## src/prs_pkg.sv

```systemverilog
// Shared types and codes for the power rail supervisor.
package prs_pkg;

    // Request codes carried by an input transaction
    typedef enum logic [1:0] {
        REQ_TICK      = 2'd0,
        REQ_KILL_VOTE = 2'd1,
        REQ_MISSION   = 2'd2,
        REQ_TX_ON     = 2'd3
    } t_req;

    // Kill vote targets
    typedef enum logic [1:0] {
        UNIT_MAIN    = 2'd0,
        UNIT_MISSION = 2'd1,
        UNIT_RX      = 2'd2,
        UNIT_TX      = 2'd3
    } t_unit;

    // Action codes reported on a result transaction
    typedef enum logic [2:0] {
        ACT_NONE          = 3'd0,
        ACT_KILL_EVAL     = 3'd1,
        ACT_MAIN_START    = 3'd2,
        ACT_MISSION_START = 3'd3,
        ACT_COMM_START    = 3'd4,
        ACT_RX_KILL       = 3'd5,
        ACT_TX_KILL       = 3'd6
    } t_action;

    // Configuration register indexes
    localparam logic [2:0] REG_TICKS_PER_MINUTE   = 3'd0;
    localparam logic [2:0] REG_MINUTES_PER_HOUR   = 3'd1;
    localparam logic [2:0] REG_RESET_PERIOD_HOURS = 3'd2;
    localparam logic [2:0] REG_LONG_OFF_TICKS     = 3'd3;
    localparam logic [2:0] REG_SHORT_OFF_TICKS    = 3'd4;
    localparam logic [2:0] REG_RX_RESTART_TICKS   = 3'd5;

    // Rail enable bit positions
    localparam int RAIL_MAIN    = 0;
    localparam int RAIL_MISSION = 1;
    localparam int RAIL_RX      = 2;
    localparam int RAIL_TX      = 3;

    // Decoded command handed from front to back
    typedef struct packed {
        t_req       op;
        t_unit      unit;
        logic [2:0] vote_mask;
    } t_cmd;

    // One result transaction
    typedef struct packed {
        t_action    action;
        logic [3:0] rails;
    } t_result;

endpackage

```

## src/prs_front.sv

```systemverilog
// Input side: decodes requests and buffers them in a two-entry command queue.
module prs_front (
    input  logic          i_clk,
    input  logic          i_rst_n,
    input  logic          i_push,
    output logic          o_full,
    input  logic [1:0]    i_req_type,
    input  logic [1:0]    i_unit,
    input  logic [1:0]    i_vote_slot,
    output logic          o_cmd_valid,
    output prs_pkg::t_cmd o_cmd,
    input  logic          i_cmd_take
);

    prs_pkg::t_cmd r_q [2];
    logic          r_wr_ptr, r_rd_ptr;
    logic [1:0]    r_count, n_count;
    prs_pkg::t_cmd w_dec;
    logic          w_push_ok;

    // Classify the incoming transaction
    always_comb begin
        w_dec.op   = prs_pkg::t_req'(i_req_type);
        w_dec.unit = prs_pkg::t_unit'(i_unit);
        unique case (i_vote_slot)
            2'd0:    w_dec.vote_mask = 3'b001;
            2'd1:    w_dec.vote_mask = 3'b010;
            2'd2:    w_dec.vote_mask = 3'b100;
            default: w_dec.vote_mask = 3'b000;
        endcase
    end

    assign o_full      = (r_count == 2'd2);
    assign w_push_ok   = i_push && !o_full;
    assign o_cmd_valid = (r_count != 2'd0);
    assign o_cmd       = r_q[r_rd_ptr];

    always_comb begin
        n_count = r_count + {1'b0, w_push_ok} - {1'b0, i_cmd_take};
    end

    // Advance queue pointers and occupancy
    always_ff @(posedge i_clk) begin
        if (!i_rst_n) begin
            r_wr_ptr <= 1'b0;
            r_rd_ptr <= 1'b0;
            r_count  <= 2'd0;
        end else begin
            r_count <= n_count;
            if (w_push_ok) r_wr_ptr <= !r_wr_ptr;
            if (i_cmd_take) r_rd_ptr <= !r_rd_ptr;
        end
    end

    // Store payload
    always_ff @(posedge i_clk) begin
        if (w_push_ok) r_q[r_wr_ptr] <= w_dec;
    end

endmodule

```

## src/prs_back.sv

```systemverilog
// Execution side: holds supervisor state, runs one command a cycle while the result queue has room, queues results.
module prs_back (
    input  logic          i_clk,
    input  logic          i_rst_n,
    input  logic          i_cfg_we,
    input  logic [2:0]    i_cfg_idx,
    input  logic [15:0]   i_cfg_data,
    input  logic          i_cmd_valid,
    input  prs_pkg::t_cmd i_cmd,
    output logic          o_cmd_take,
    output logic          o_empty,
    input  logic          i_pop,
    output prs_pkg::t_result o_result
);

    // Configuration registers
    logic [15:0] r_ticks_per_minute, r_rx_restart_ticks;
    logic [7:0]  r_minutes_per_hour, r_reset_period_hours;
    logic [7:0]  r_long_off_ticks, r_short_off_ticks;

    // Supervisor state
    logic [8:0]  r_main_off_timer, n_main_off_timer;
    logic [7:0]  r_main_wait_limit, n_main_wait_limit;
    logic        r_periodic_reason, n_periodic_reason;
    logic [15:0] r_uptime_ticks, n_uptime_ticks;
    logic [7:0]  r_uptime_minutes, n_uptime_minutes;
    logic [7:0]  r_uptime_hours, n_uptime_hours;
    logic [2:0]  r_main_votes, n_main_votes;
    logic [2:0]  r_mission_votes, n_mission_votes;
    logic [2:0]  r_rx_votes, n_rx_votes;
    logic [2:0]  r_tx_votes, n_tx_votes;
    logic        r_mission_pending, n_mission_pending;
    logic        r_tx_pending, n_tx_pending;
    logic [15:0] r_rx_off_timer, n_rx_off_timer;
    logic [3:0]  r_rails, n_rails;
    prs_pkg::t_action w_action;

    // Result queue
    prs_pkg::t_result r_res_q [2];
    logic             r_wr_ptr, r_rd_ptr;
    logic [1:0]       r_count;
    logic             w_pop_ok;

    assign o_empty    = (r_count == 2'd0);
    assign w_pop_ok   = i_pop && !o_empty;
    assign o_cmd_take = i_cmd_valid && ((r_count != 2'd2) || w_pop_ok);
    assign o_result   = r_res_q[r_rd_ptr];

    // Work out next state and action for the command at the head
    always_comb begin
        logic done;
        logic do_comm;
        logic rx_due;
        n_main_off_timer  = r_main_off_timer;
        n_main_wait_limit = r_main_wait_limit;
        n_periodic_reason = r_periodic_reason;
        n_uptime_ticks    = r_uptime_ticks;
        n_uptime_minutes  = r_uptime_minutes;
        n_uptime_hours    = r_uptime_hours;
        n_main_votes      = r_main_votes;
        n_mission_votes   = r_mission_votes;
        n_rx_votes        = r_rx_votes;
        n_tx_votes        = r_tx_votes;
        n_mission_pending = r_mission_pending;
        n_tx_pending      = r_tx_pending;
        n_rx_off_timer    = r_rx_off_timer;
        n_rails           = r_rails;
        w_action          = prs_pkg::ACT_NONE;
        done              = 1'b0;
        do_comm           = 1'b0;
        rx_due            = 1'b0;
        unique case (i_cmd.op)
            prs_pkg::REQ_TICK: begin
                // Main computer restart wait
                if (n_main_off_timer != 9'd0) begin
                    if (n_main_off_timer != 9'h1FF) n_main_off_timer = n_main_off_timer + 9'd1;
                    if (n_main_off_timer > {1'b0, n_main_wait_limit}) begin
                        n_rails[prs_pkg::RAIL_MAIN] = 1'b1;
                        n_main_off_timer  = 9'd0;
                        n_main_wait_limit = 8'd0;
                        w_action = prs_pkg::ACT_MAIN_START;
                        done = 1'b1;
                    end
                end
                if (!done) begin
                    // Uptime count and periodic reset votes
                    if (n_uptime_ticks != 16'hFFFF) n_uptime_ticks = n_uptime_ticks + 16'd1;
                    if (n_uptime_ticks > r_ticks_per_minute) begin
                        n_uptime_minutes = n_uptime_minutes + 8'd1;
                        n_uptime_ticks   = 16'd0;
                    end
                    if (n_uptime_minutes >= r_minutes_per_hour) begin
                        if (n_uptime_hours != 8'hFF) n_uptime_hours = n_uptime_hours + 8'd1;
                        n_uptime_minutes = 8'd0;
                        n_uptime_ticks   = 16'd0;
                    end
                    if (n_uptime_hours >= r_reset_period_hours) begin
                        n_main_votes      = 3'b111;
                        n_periodic_reason = 1'b1;
                        n_uptime_ticks    = 16'd0;
                        n_uptime_minutes  = 8'd0;
                        n_uptime_hours    = 8'd0;
                    end
                    // Pick one action by priority
                    if (n_main_votes[0] || n_mission_votes[0]) begin
                        if (n_mission_votes == 3'b111) n_rails[prs_pkg::RAIL_MISSION] = 1'b0;
                        n_mission_votes = 3'b000;
                        if (n_main_votes == 3'b111) begin
                            n_rails[prs_pkg::RAIL_MAIN] = 1'b0;
                            n_main_off_timer  = 9'd1;
                            n_main_wait_limit = n_periodic_reason ? r_long_off_ticks
                                                                  : r_short_off_ticks;
                        end
                        n_main_votes = 3'b000;
                        w_action = prs_pkg::ACT_KILL_EVAL;
                    end else if (n_mission_pending) begin
                        n_mission_pending = 1'b0;
                        n_mission_votes   = 3'b000;
                        n_rails[prs_pkg::RAIL_MISSION] = 1'b1;
                        w_action = prs_pkg::ACT_MISSION_START;
                    end else begin
                        if (n_rx_off_timer != 16'd0) begin
                            rx_due = (n_rx_off_timer > r_rx_restart_ticks);
                            if (n_rx_off_timer != 16'hFFFF) n_rx_off_timer = n_rx_off_timer + 16'd1;
                        end
                        if (rx_due || n_tx_pending) begin
                            do_comm = 1'b1;
                        end else if (n_rx_votes == 3'b111) begin
                            n_rails[prs_pkg::RAIL_RX] = 1'b0;
                            n_rx_off_timer = 16'd1;
                            n_rx_votes     = 3'b000;
                            w_action = prs_pkg::ACT_RX_KILL;
                        end else if (n_tx_votes == 3'b111) begin
                            n_rails[prs_pkg::RAIL_TX] = 1'b0;
                            n_tx_votes = 3'b000;
                            w_action = prs_pkg::ACT_TX_KILL;
                        end
                    end
                    // Communication start
                    if (do_comm) begin
                        if (n_rx_off_timer > r_rx_restart_ticks) begin
                            n_rails[prs_pkg::RAIL_RX] = 1'b1;
                            n_rx_off_timer = 16'd0;
                        end
                        if (n_tx_pending) begin
                            n_rails[prs_pkg::RAIL_TX] = 1'b1;
                            n_tx_pending = 1'b0;
                        end
                        w_action = prs_pkg::ACT_COMM_START;
                    end
                end
            end
            prs_pkg::REQ_KILL_VOTE: begin
                unique case (i_cmd.unit)
                    prs_pkg::UNIT_MAIN:    n_main_votes    = r_main_votes | i_cmd.vote_mask;
                    prs_pkg::UNIT_MISSION: n_mission_votes = r_mission_votes | i_cmd.vote_mask;
                    prs_pkg::UNIT_RX:      n_rx_votes      = r_rx_votes | i_cmd.vote_mask;
                    prs_pkg::UNIT_TX:      n_tx_votes      = r_tx_votes | i_cmd.vote_mask;
                    default:               n_tx_votes      = r_tx_votes;
                endcase
            end
            prs_pkg::REQ_MISSION: n_mission_pending = 1'b1;
            prs_pkg::REQ_TX_ON:   n_tx_pending      = 1'b1;
            default:              n_tx_pending      = r_tx_pending;
        endcase
    end

    // Hold configuration
    always_ff @(posedge i_clk) begin
        if (!i_rst_n) begin
            r_ticks_per_minute   <= 16'd600;
            r_minutes_per_hour   <= 8'd60;
            r_reset_period_hours <= 8'd24;
            r_long_off_ticks     <= 8'd20;
            r_short_off_ticks    <= 8'd5;
            r_rx_restart_ticks   <= 16'd100;
        end else if (i_cfg_we) begin
            unique case (i_cfg_idx)
                prs_pkg::REG_TICKS_PER_MINUTE:   r_ticks_per_minute   <= i_cfg_data;
                prs_pkg::REG_MINUTES_PER_HOUR:   r_minutes_per_hour   <= i_cfg_data[7:0];
                prs_pkg::REG_RESET_PERIOD_HOURS: r_reset_period_hours <= i_cfg_data[7:0];
                prs_pkg::REG_LONG_OFF_TICKS:     r_long_off_ticks     <= i_cfg_data[7:0];
                prs_pkg::REG_SHORT_OFF_TICKS:    r_short_off_ticks    <= i_cfg_data[7:0];
                prs_pkg::REG_RX_RESTART_TICKS:   r_rx_restart_ticks   <= i_cfg_data;
                default:                         r_rx_restart_ticks   <= r_rx_restart_ticks;
            endcase
        end
    end

    // Commit state when a command is taken
    always_ff @(posedge i_clk) begin
        if (!i_rst_n) begin
            r_main_off_timer  <= 9'd0;
            r_main_wait_limit <= 8'd0;
            r_periodic_reason <= 1'b0;
            r_uptime_ticks    <= 16'd0;
            r_uptime_minutes  <= 8'd0;
            r_uptime_hours    <= 8'd0;
            r_main_votes      <= 3'b000;
            r_mission_votes   <= 3'b000;
            r_rx_votes        <= 3'b000;
            r_tx_votes        <= 3'b000;
            r_mission_pending <= 1'b0;
            r_tx_pending      <= 1'b0;
            r_rx_off_timer    <= 16'd0;
            r_rails           <= 4'b0101;
        end else if (o_cmd_take) begin
            r_main_off_timer  <= n_main_off_timer;
            r_main_wait_limit <= n_main_wait_limit;
            r_periodic_reason <= n_periodic_reason;
            r_uptime_ticks    <= n_uptime_ticks;
            r_uptime_minutes  <= n_uptime_minutes;
            r_uptime_hours    <= n_uptime_hours;
            r_main_votes      <= n_main_votes;
            r_mission_votes   <= n_mission_votes;
            r_rx_votes        <= n_rx_votes;
            r_tx_votes        <= n_tx_votes;
            r_mission_pending <= n_mission_pending;
            r_tx_pending      <= n_tx_pending;
            r_rx_off_timer    <= n_rx_off_timer;
            r_rails           <= n_rails;
        end
    end

    // Advance result queue pointers and occupancy
    always_ff @(posedge i_clk) begin
        if (!i_rst_n) begin
            r_wr_ptr <= 1'b0;
            r_rd_ptr <= 1'b0;
            r_count  <= 2'd0;
        end else begin
            r_count <= r_count + {1'b0, o_cmd_take} - {1'b0, w_pop_ok};
            if (o_cmd_take) r_wr_ptr <= !r_wr_ptr;
            if (w_pop_ok) r_rd_ptr <= !r_rd_ptr;
        end
    end

    // Store result payload
    always_ff @(posedge i_clk) begin
        if (o_cmd_take) r_res_q[r_wr_ptr] <= '{action: w_action, rails: n_rails};
    end

endmodule

```

## src/power_rail_supervisor_core.sv

```systemverilog
// Top level of the power rail supervisor: front decoder, back executor, checks.
// Supervises main, mission, receiver and transmitter rails. Every accepted
// transaction yields exactly one result transaction: the action taken (ticks
// only) and the four rail enables after it. The block sustains one transaction
// per clock while results are popped. The command is first written into the
// two-entry command queue; when the executor takes it, it updates counters and
// votes and queues the result in a single step that sets the pace. Both queues
// hold two entries, so input keeps flowing for up to four transactions while
// results wait to be popped.
module power_rail_supervisor_core (
    input  logic        i_clk,
    input  logic        i_rst_n,
    input  logic        i_cfg_we,
    input  logic [2:0]  i_cfg_idx,
    input  logic [15:0] i_cfg_data,
    input  logic        push,
    output logic        full,
    input  logic [1:0]  i_req_type,
    input  logic [1:0]  i_unit,
    input  logic [1:0]  i_vote_slot,
    output logic        empty,
    input  logic        pop,
    output logic [2:0]  o_action,
    output logic        o_main_power_on,
    output logic        o_mission_power_on,
    output logic        o_rx_power_on,
    output logic        o_tx_power_on
);

    logic             w_cmd_valid;
    logic             w_cmd_take;
    prs_pkg::t_cmd    w_cmd;
    prs_pkg::t_result w_result;

    prs_front u_front (
        .i_clk       (i_clk),
        .i_rst_n     (i_rst_n),
        .i_push      (push),
        .o_full      (full),
        .i_req_type  (i_req_type),
        .i_unit      (i_unit),
        .i_vote_slot (i_vote_slot),
        .o_cmd_valid (w_cmd_valid),
        .o_cmd       (w_cmd),
        .i_cmd_take  (w_cmd_take)
    );

    prs_back u_back (
        .i_clk       (i_clk),
        .i_rst_n     (i_rst_n),
        .i_cfg_we    (i_cfg_we),
        .i_cfg_idx   (i_cfg_idx),
        .i_cfg_data  (i_cfg_data),
        .i_cmd_valid (w_cmd_valid),
        .i_cmd       (w_cmd),
        .o_cmd_take  (w_cmd_take),
        .o_empty     (empty),
        .i_pop       (pop),
        .o_result    (w_result)
    );

    // Drive result fields
    assign o_action           = w_result.action;
    assign o_main_power_on    = w_result.rails[prs_pkg::RAIL_MAIN];
    assign o_mission_power_on = w_result.rails[prs_pkg::RAIL_MISSION];
    assign o_rx_power_on      = w_result.rails[prs_pkg::RAIL_RX];
    assign o_tx_power_on      = w_result.rails[prs_pkg::RAIL_TX];

    // A main start always leaves the main rail on
    a_main_start_on: assert property (@(posedge i_clk) disable iff (!i_rst_n)
        (!empty && o_action == prs_pkg::ACT_MAIN_START) |-> o_main_power_on)
        else $error("main start reported with main rail off");

    // A mission start always leaves the mission rail on
    a_mission_start_on: assert property (@(posedge i_clk) disable iff (!i_rst_n)
        (!empty && o_action == prs_pkg::ACT_MISSION_START) |-> o_mission_power_on)
        else $error("mission start reported with mission rail off");

    // Receiver and transmitter kills leave their rails off
    a_kill_off: assert property (@(posedge i_clk) disable iff (!i_rst_n)
        (!empty && (o_action == prs_pkg::ACT_RX_KILL || o_action == prs_pkg::ACT_TX_KILL))
        |-> ((o_action == prs_pkg::ACT_RX_KILL) ? !o_rx_power_on : !o_tx_power_on))
        else $error("rail kill reported with rail still on");

    // The executor only takes a command that the front holds
    a_take_valid: assert property (@(posedge i_clk) disable iff (!i_rst_n)
        w_cmd_take |-> w_cmd_valid)
        else $error("command taken from empty queue");

endmodule
```

## config.mk

```make
export PLATFORM = sky130hd
export DESIGN_NAME = power_rail_supervisor_core
export DESIGN_NICKNAME = d
export VERILOG_FILES = /design/src/prs_pkg.sv /design/src/prs_front.sv /design/src/prs_back.sv /design/src/power_rail_supervisor_core.sv
export SDC_FILE = /design/constraint.sdc
export NUM_CORES = 1
export LEC_CHECK = 0
export ABC_AREA = 1
export BUFFER_PORTS_ARGS = -buffer_cell sky130_fd_sc_hd__buf_2
export CAP_MARGIN = 5
export CORE_MARGIN = 5
export CORE_UTILIZATION = 39
export DETAILED_ROUTE_END_ITERATION = 10
export PLACE_DENSITY = 0.6
export SETUP_SLACK_MARGIN = 0.5
export SYNTH_ARGS = -nofsm -noshare
export SYNTH_HDL_FRONTEND = slang
export SYNTH_SLANG_ARGS = --single-unit
```

## constraint.sdc

```tcl
create_clock -name i_clk -period 8.7 [get_ports i_clk]
set_input_delay 0.435 -clock i_clk [delete_from_list [all_inputs] [get_ports i_clk]]
set_output_delay 0.435 -clock i_clk [all_outputs]
set_load 0.05 [all_outputs]
```

==> metrics.md, run 1 <==
| Metric | Value |
|---|---|
| Post-route core utilization | 0.435 |
| Drt via density | about 5.0 |
| Total global-route track usage | 0.171 |
| WL per Instance | 13.8 um |
| Number of global-route vias before repair | just under 9000 |
| Starting DRT DRC Count | slightly below 600 |
| Final hold vios | 0 |
| CP max-delay cell | dfxtp_1 |
| Final Power | around 3.7 mW |
| Max-slew violations | 0 |
| Share of cells above drive strength 1 | 0.0969 |
| Setup TNS | 0 ps |
| Critical Path Most Common Cell | nand2_1 |
| Setup crit start kind | flip-flop |
| Netlist cell types | 55 |
| Buf/Inv on CP | 11 |
| R2R Path Start | u_back.r_uptime_ticks[1] |
| Worst-Skew Late Latency | roughly 430 ps |
| Post-DP HPWL | about 19000 um |
| Peak VDD IR | 0.139 mV |
| Die W | between 150 and 200 um |
| Total Wirelength | between 20000 and 30000 um |
| Setup Skew | ~11 ps |
| DR WL met2 | around 12000 um |
| Antenna violations before repair | 0 |
| Post-synthesis to final-layout area growth | 10.1% |
| Syn_area_per_cell | between 7 and 8 um^2 |
| Critical Path RT | ~9000 ps |
| Power Density | ~300 nW/um^2 |
| Worst Setup SP | u_back.r_uptime_ticks[1] |
| Die footprint | around 32000 um^2 |
| Leak Pwr | 5.29 nW |
| Antenna Nets Post-Route | 0 |
| CTS root buffer | clkbuf_16 |
| Vias | between 9000 and 10000 |
| Final setup vio count | 0 |
| Crit. End Element | flip-flop |
| Port-buffer cells | 38 |
| Seq/Total Area, Yosys | 0.364 |
| Post-synth EDFFs | 28 |
| Cts hold-fix bufs | 0 |
| RSZ-0062 raised after global routing | false |
| Hold path start | i_unit[0] |
| Highest metal used | met4 |
| Fillers | approximately 2800 |
| Crit-path max cell delay | roughly 400 ps |
| Final Net Count | around 1600 |
| IO Pins | 39 |
| Max-cap violations | 0 |
| Hold WS | ~190 ps |
| Max H-tree Level | 4 |
| Status | completed |
| Largest delay contributor family on the critical path | simple AND/OR/NAND/NOR gates |
| Num CTS Buffers | 17 |
| Fin crit share | 0.849 |
| Max transition margin | 0.426 |
| Drt drc | 0 |
| RePlAce Congestion | 0.883 |
| Largest net degree at the start of global routing | 92 |
| Mapped Cells | roughly 1500 |
| Clk pin slew, worst setup/hold paths | around 70 ps |
| Synth Flop Type | dfxtp_1 |
| Clock Tree Buf Depth | 2 |
| Syn_nets | 1616 |
| Period minus WS final | about 7400 ps |
| Worst Path Arrival | about 7700 ps |
| Mapped cell area | approximately 11000 um^2 |
| Core area | between 20000 and 30000 um^2 |
| TritonCTS clock tree | done |
| Crit Path Class | flip-flop to flip-flop |
| Worst Hold Class | input pin to flip-flop |
| Fmax | around 0.14 GHz |
| TritonCTS Sinks | about 190 |
| First-pass GRT wire length | around 44000 um |
| Wl on met1 | between 10000 and 15000 um |
| Asr flop ratio synth | 0 |
| Initial Utilization | 0.395 |
| Worst-path fanout max | 15 |
| Drt pass-1 iters | 4 |
| Row count | between 60 and 70 |
| Met3 routed WL | a little under 1000 um |
| Total grt overflow | 0 |
| Slew @ Worst Pin | 861 ps |
| Die Height | between 150 and 200 um |
| Yosys warns | 0 |
| Yosys reg bits | around 190 |
| Number of diodes | 0 |
## area by class of cell
class,instances,area [um^2],area share
multi-input combinational,1069,6020,0.497
sequential,186,4010,0.331
timing repair buffer,48,278,0.0229
clock inverter,14,133,0.0109
tap,378,473,0.0390
inverter,203,769,0.0635
clock buffer,18,439,0.0362
## Yosys cell counts (6+ instances only)
library cell	count	area, um^2
mux2_2	7	78.8
inv_2	7	26.3
nand3_1	61	305
inv_1	194	728
o21ai_0	109	546
nor2_1	111	417
ha_1	87	1090
clkbuf_1	23	86.3
nor2_2	8	50.1
xnor2_1	6	52.6
xor2_1	32	280
o211ai_1	20	150
buf_6	9	101
dfxtp_1	158	3160
nand2_1	346	1300
o21ai_1	10	50.1
nand4_1	25	156
nor4_1	8	50.1
edfxtp_1	28	841
nor3_1	20	100
a21oi_1	155	776
o21ai_2	6	52.6
## power by group
group	switching (mW)	internal [mW]	leakage, nW
logic	1.23	0.570	3.46
registers	0.0821	1.01	1.55
clock network	0.360	0.409	0.280
total	1.67	1.99	5.29
## cells in the final DEF (no fill, tap or decap), types with 6 or more instances in the layout
cell type	n
inv_2	6
buf_4	9
nand2_2	8
xor2_1	32
dfxtp_1	157
clkbuf_16	17
nand3_1	61
a21oi_1	154
o21ai_0	109
o21ai_1	10
nor4_1	8
mux2_2	7
o21ai_2	6
ha_1	87
nor2_2	8
inv_6	6
edfxtp_1	28
inv_1	194
buf_2	38
xnor2_1	6
o211ai_1	20
nor2_1	111
nand2_1	342
nand4_1	25
nor3_1	20
## through the flow
| stage | worst slack, ps | instance area [um^2] | cells |
|---|---|---|---|
| after global routing | 547 | 12100 | 1916 |
| final | 1320 | 12100 | 1916 |
| after detailed placement | 938 | 11500 | 1878 |
| after CTS | 817 | 12000 | 1910 |
| after global placement | 1130 | 11500 | 1878 |
| after floorplan | 2130 | 11000 | 1499 |
## routing by layer
layer  global-route usage  up-vias
met5                    0        -
met4               0.0429        0
met3               0.0248       18
met2                0.279      178
met1                0.239     4290
li1                     -     5002
## flip-flops by register name, summed over array words and instances (netlist names), 3 cells and up, named ones only
signal	cells
u_back.r_long_off_ticks	8
u_back.r_main_off_timer	9
u_back.r_main_votes	3
u_back.r_main_wait_limit	8
u_back.r_minutes_per_hour	8
u_back.r_mission_votes	3
u_back.r_rails	4
u_back.r_res_q	14
u_back.r_reset_period_hours	8
u_back.r_rx_off_timer	16
u_back.r_rx_restart_ticks	16
u_back.r_rx_votes	3
u_back.r_short_off_ticks	8
u_back.r_ticks_per_minute	16
u_back.r_tx_votes	3
u_back.r_uptime_hours	8
u_back.r_uptime_minutes	8
u_back.r_uptime_ticks	16
u_front.r_q	14
## path summary, 6_finish.rpt
path,to,slack [ps],depth (start not counted)
worst min-delay path,u_front.r_q[1][3],190,1
worst max-delay path,u_back.r_rx_off_timer[2],1320,51
worst min register to register,u_back.r_ticks_per_minute[7],460,2
worst max register to register,u_back.r_rx_off_timer[2],1320,51
## kinds of logic after synthesis
family                     synth area share
muxes                               0.00898
DFF                                   0.364
buffers and inverters                0.0915
and+or+nand+nor                       0.252
xor gates and xnor gates             0.0302
AOI/OAI and AO/OA                     0.155
adders and majority gates            0.0989
## worst register-to-register path, delay by kind of cell (launching register included)
| kind | cells | cell delay, ps |
|---|---|---|
| simple gates | 28 | 3460 |
| fa+ha+maj | 5 | 1350 |
| buf+inv | 11 | 1140 |
| compound gates | 7 | 860 |
| flops | 1 | 400 |
## what timing repair did
item                       4_1_cts  5_1_grt
setup endpoints to repair        0       19
buffers inserted                 0        6
gates resized for setup          0       10
No activity file was read; power rests on OpenSTA's default activity.
==> run 2, diff against run 1 <==
--- a/config.mk
+++ b/config.mk
@@ -5,13 +5,13 @@
 export SDC_FILE = /design/constraint.sdc
 export NUM_CORES = 1
 export LEC_CHECK = 0
-export ABC_AREA = 1
+export ABC_AREA = 0
 export BUFFER_PORTS_ARGS = -buffer_cell sky130_fd_sc_hd__buf_2
 export CAP_MARGIN = 5
 export CORE_MARGIN = 5
 export CORE_UTILIZATION = 39
 export DETAILED_ROUTE_END_ITERATION = 10
-export PLACE_DENSITY = 0.6
+export PLACE_DENSITY = 0.62
 export SETUP_SLACK_MARGIN = 0.5
 export SYNTH_ARGS = -nofsm -noshare
 export SYNTH_HDL_FRONTEND = slang
==> constraint.sdc (replaced) <==
create_clock -name i_clk -period 6.3 [get_ports i_clk]
set_input_delay 0.315 -clock i_clk [delete_from_list [all_inputs] [get_ports i_clk]]
set_output_delay 0.315 -clock i_clk [all_outputs]
set_load 0.05 [all_outputs]
==> metrics.md, run 2 <==
| Metric | Value |
|---|---|
| R2R Path Start | u_back.r_uptime_ticks[0] |
| CTS root buffer | clkbuf_16 |
| Yosys top cell by area | dfxtp_1 |
| Fmax | 0.124 GHz |
| RePlAce Congestion | ~0.86 |
| Total grt overflow | 0 |
| Fin crit share | 1.28 |
| Worst reg2reg setup slack | -1760 ps |
| Final setup vio count | 24 |
| Post-DP HPWL | between 20000 and 25000 um |
| Seq/Total Area, Yosys | 0.375 |
| Worst-Skew Late Latency | between 400 and 500 ps |
| Synth Flop Type | dfxtp_1 |
| Post-route core utilization | 0.502 |
| Commonest non-fill, non-tap cell in the layout | nand2_1 |
| Share of cells above drive strength 1 | 0.255 |
| Worst Path Arrival | about 8400 ps |
| Crit-path max cell delay | 390 ps |
| Status | complete, but fails checks |
| Crit. End Element | flip-flop |
| Commonest non-fill, non-tap cells in the layout | 192 x nand2_1, 154 x dfxtp_1, 115 x buf_4 |
| RSZ-0062 raised after global routing | true |
| TritonCTS Sinks | between 150 and 200 |
| Worst Setup EP | u_back.r_rx_off_timer[7] |
| Initial Utilization | 0.396 |
| Synth cell count leaders | 201 x nand2_1, 158 x dfxtp_1, 114 x a21oi_1, 87 x ha_1, 77 x inv_1 |
| Worst-path fanout max | 7 |
| Largest net degree at the start of global routing | 61 |
| Asr flop ratio synth | 0 |
| Max transition margin | 0.166 |
| Hold path start | i_unit[1] |
| Total global-route track usage | 0.186 |
| Worst Setup SP | u_back.r_uptime_ticks[0] |
| Post-synthesis to final-layout area growth | 26.8% |
| Number of diodes | 0 |
| Synth area leaders | dfxtp_1 30%, ha_1 10%, edfxtp_1 7.9% |
| Die footprint | ~31000 um^2 |
| Drt pass-1 iters | 5 |
| Leak Pwr | 5.33 nW |
| Row count | 60 |
| Max H-tree Level | 4 |
| Drt via density | 5.58 |
| Number of global-route vias before repair | ~9500 |
| Failing checks | setup timing |
| Syn_area_per_cell | 8.42 um^2 |
| Post-synth EDFFs | 28 |
| Post-placement setup slack | -1910 ps |
| Clk pin slew, worst setup/hold paths | roughly 80 ps |
| Power Density | between 200 and 300 nW/um^2 |
| Vias | 9789 |
| Die Height | between 150 and 200 um |
| Setup TNS | -31970 ps |
| Final hold vios | 0 |
| R2r worst-path depth | 40 |
| Die W | 175 um |
| Total Wirelength | between 20000 and 30000 um |
| Slew @ Worst Pin | around 1200 ps |
| Mapped cell area | 10700 um^2 |
| Mapped Cells | between 1000 and 1500 |
| Final Power | roughly 3.4 mW |
| Max-cap violations | 0 |
| Yosys reg bits | about 190 |
| Drt drc | 0 |
| Final setup margin | -1760 ps |
| CP max-delay cell | or3b_4 |
| Worst Hold Class | input pin to flip-flop |
| Synth top area share | 0.296 |
| Final Net Count | roughly 1500 |
| Critical Path RT | 6650 ps |
| Antenna violations before repair | 0 |
| WL per Instance | about 17 um |
| Critical Path Most Common Cell | and3_4 |
| Peak VDD IR | ~0.16 mV |
| Period minus WS final | around 8100 ps |
| Syn_nets | ~1400 |
| Netlist cell types | 77 |
| Starting DRT DRC Count | around 740 |
| TritonCTS clock tree | done |
| Port-buffer cells | 38 |
| First-pass GRT wire length | 47400 um |
| Crit Path Class | flip-flop to flip-flop |
| Core area | 27000 um^2 |
| Clock Tree Buf Depth | 2 |
| Setup crit start kind | flip-flop |
| Most frequent cell after synthesis | nand2_1 |
| Worst r2r dst | u_back.r_rx_off_timer[7] |
| Cts hold-fix bufs | 0 |
| IO Pins | 39 |
| Hold WS | about 70 ps |
| Setup Skew | 14.9 ps |
| Yosys warns | 0 |
| Max-slew violations | 0 |
| Antenna Nets Post-Route | 0 |
| Num CTS Buffers | 17 |
run 2: changes by cell type in the layout (fill, tap and decap cells not counted), moves of 21 or more:
cell and change:
a21oi_1 -55, xor2_1 -21, xnor2_1 +27, nand2_1 -150
buf_4 +106, inv_1 -118, o21ai_0 -89, nor2_1 -51
a31oi_1 +26
run 2: cell type report:
class	count	area, um^2
Clock buffer	17	425
Fill cell	2486	13400
Clock inverter	15	179
Timing Repair Buffer	172	1290
Tap cell	341	427
Sequential cell	186	4010
Inverter	78	294
Multi-Input combinational cell	946	6910
run 2: what timing repair did:
action / CTS / global route
pin swaps: 33 / 42
gates resized for setup: 77 / 50
buffers inserted: 18 / 7
cloned: 1 / 1
endpoints found under the setup margin: 96 / 96
run 2: logic make-up after synthesis:
logic type	synth area share
multiplexers	0.0294
XOR/XNOR	0.0386
buffers and inverters	0.0506
AO/OA/AOI/OAI	0.184
flip-flops	0.375
AND/OR/NAND/NOR	0.221
adder cells (fa/ha/maj)	0.102
run 2: worst max-delay path: cells and delay by family (launching register included):
family	cells	cell delay (ps)
DFF	1	360
and+or+nand+nor	14	2220
buffers and inverters	3	530
xor gates and xnor gates	3	350
AOI/OAI and AO/OA	15	3320
adders and majority gates	5	1210
run 2: report_power, final:
part	internal [mW]	leakage, nW	switching [mW]
logic	0.320	3.49	0.571
clock network	0.572	0.297	0.528
registers	1.32	1.54	0.0707
run 2: worst min-delay path by stage:
stage | end | slack, ps | cells after the start
6_report | u_front.r_q[1][4] | 70 | 1
5_1_grt | u_front.r_q[1][5] | 60 | 1
4_1_cts | u_front.r_q[1][5] | 50 | 1
3_5_place_dp | u_back.r_main_wait_limit[2] | 440 | 2
3_3_place_gp | u_back.r_short_off_ticks[1] | 440 | 2
2_1_floorplan | u_front.r_q[0][3] | 410 | 0
run 2: routing by layer:
| layer | GRT usage | wire [um] |
|---|---|---|
| met1 | 0.257 | 13700 |
| met2 | 0.303 | 13600 |
| met3 | 0.0256 | 1300 |
| met4 | 0.0569 | 757 |
| met5 | 0 | 0 |
run 2: per-stage QoR:
stage               instance area [um^2]  std cells
floorplan                          11000       1267
global placement                   12100       1696
detailed placement                 12100       1696
CTS                                13200       1747
global route                       13500       1755
finish                             13500       1755
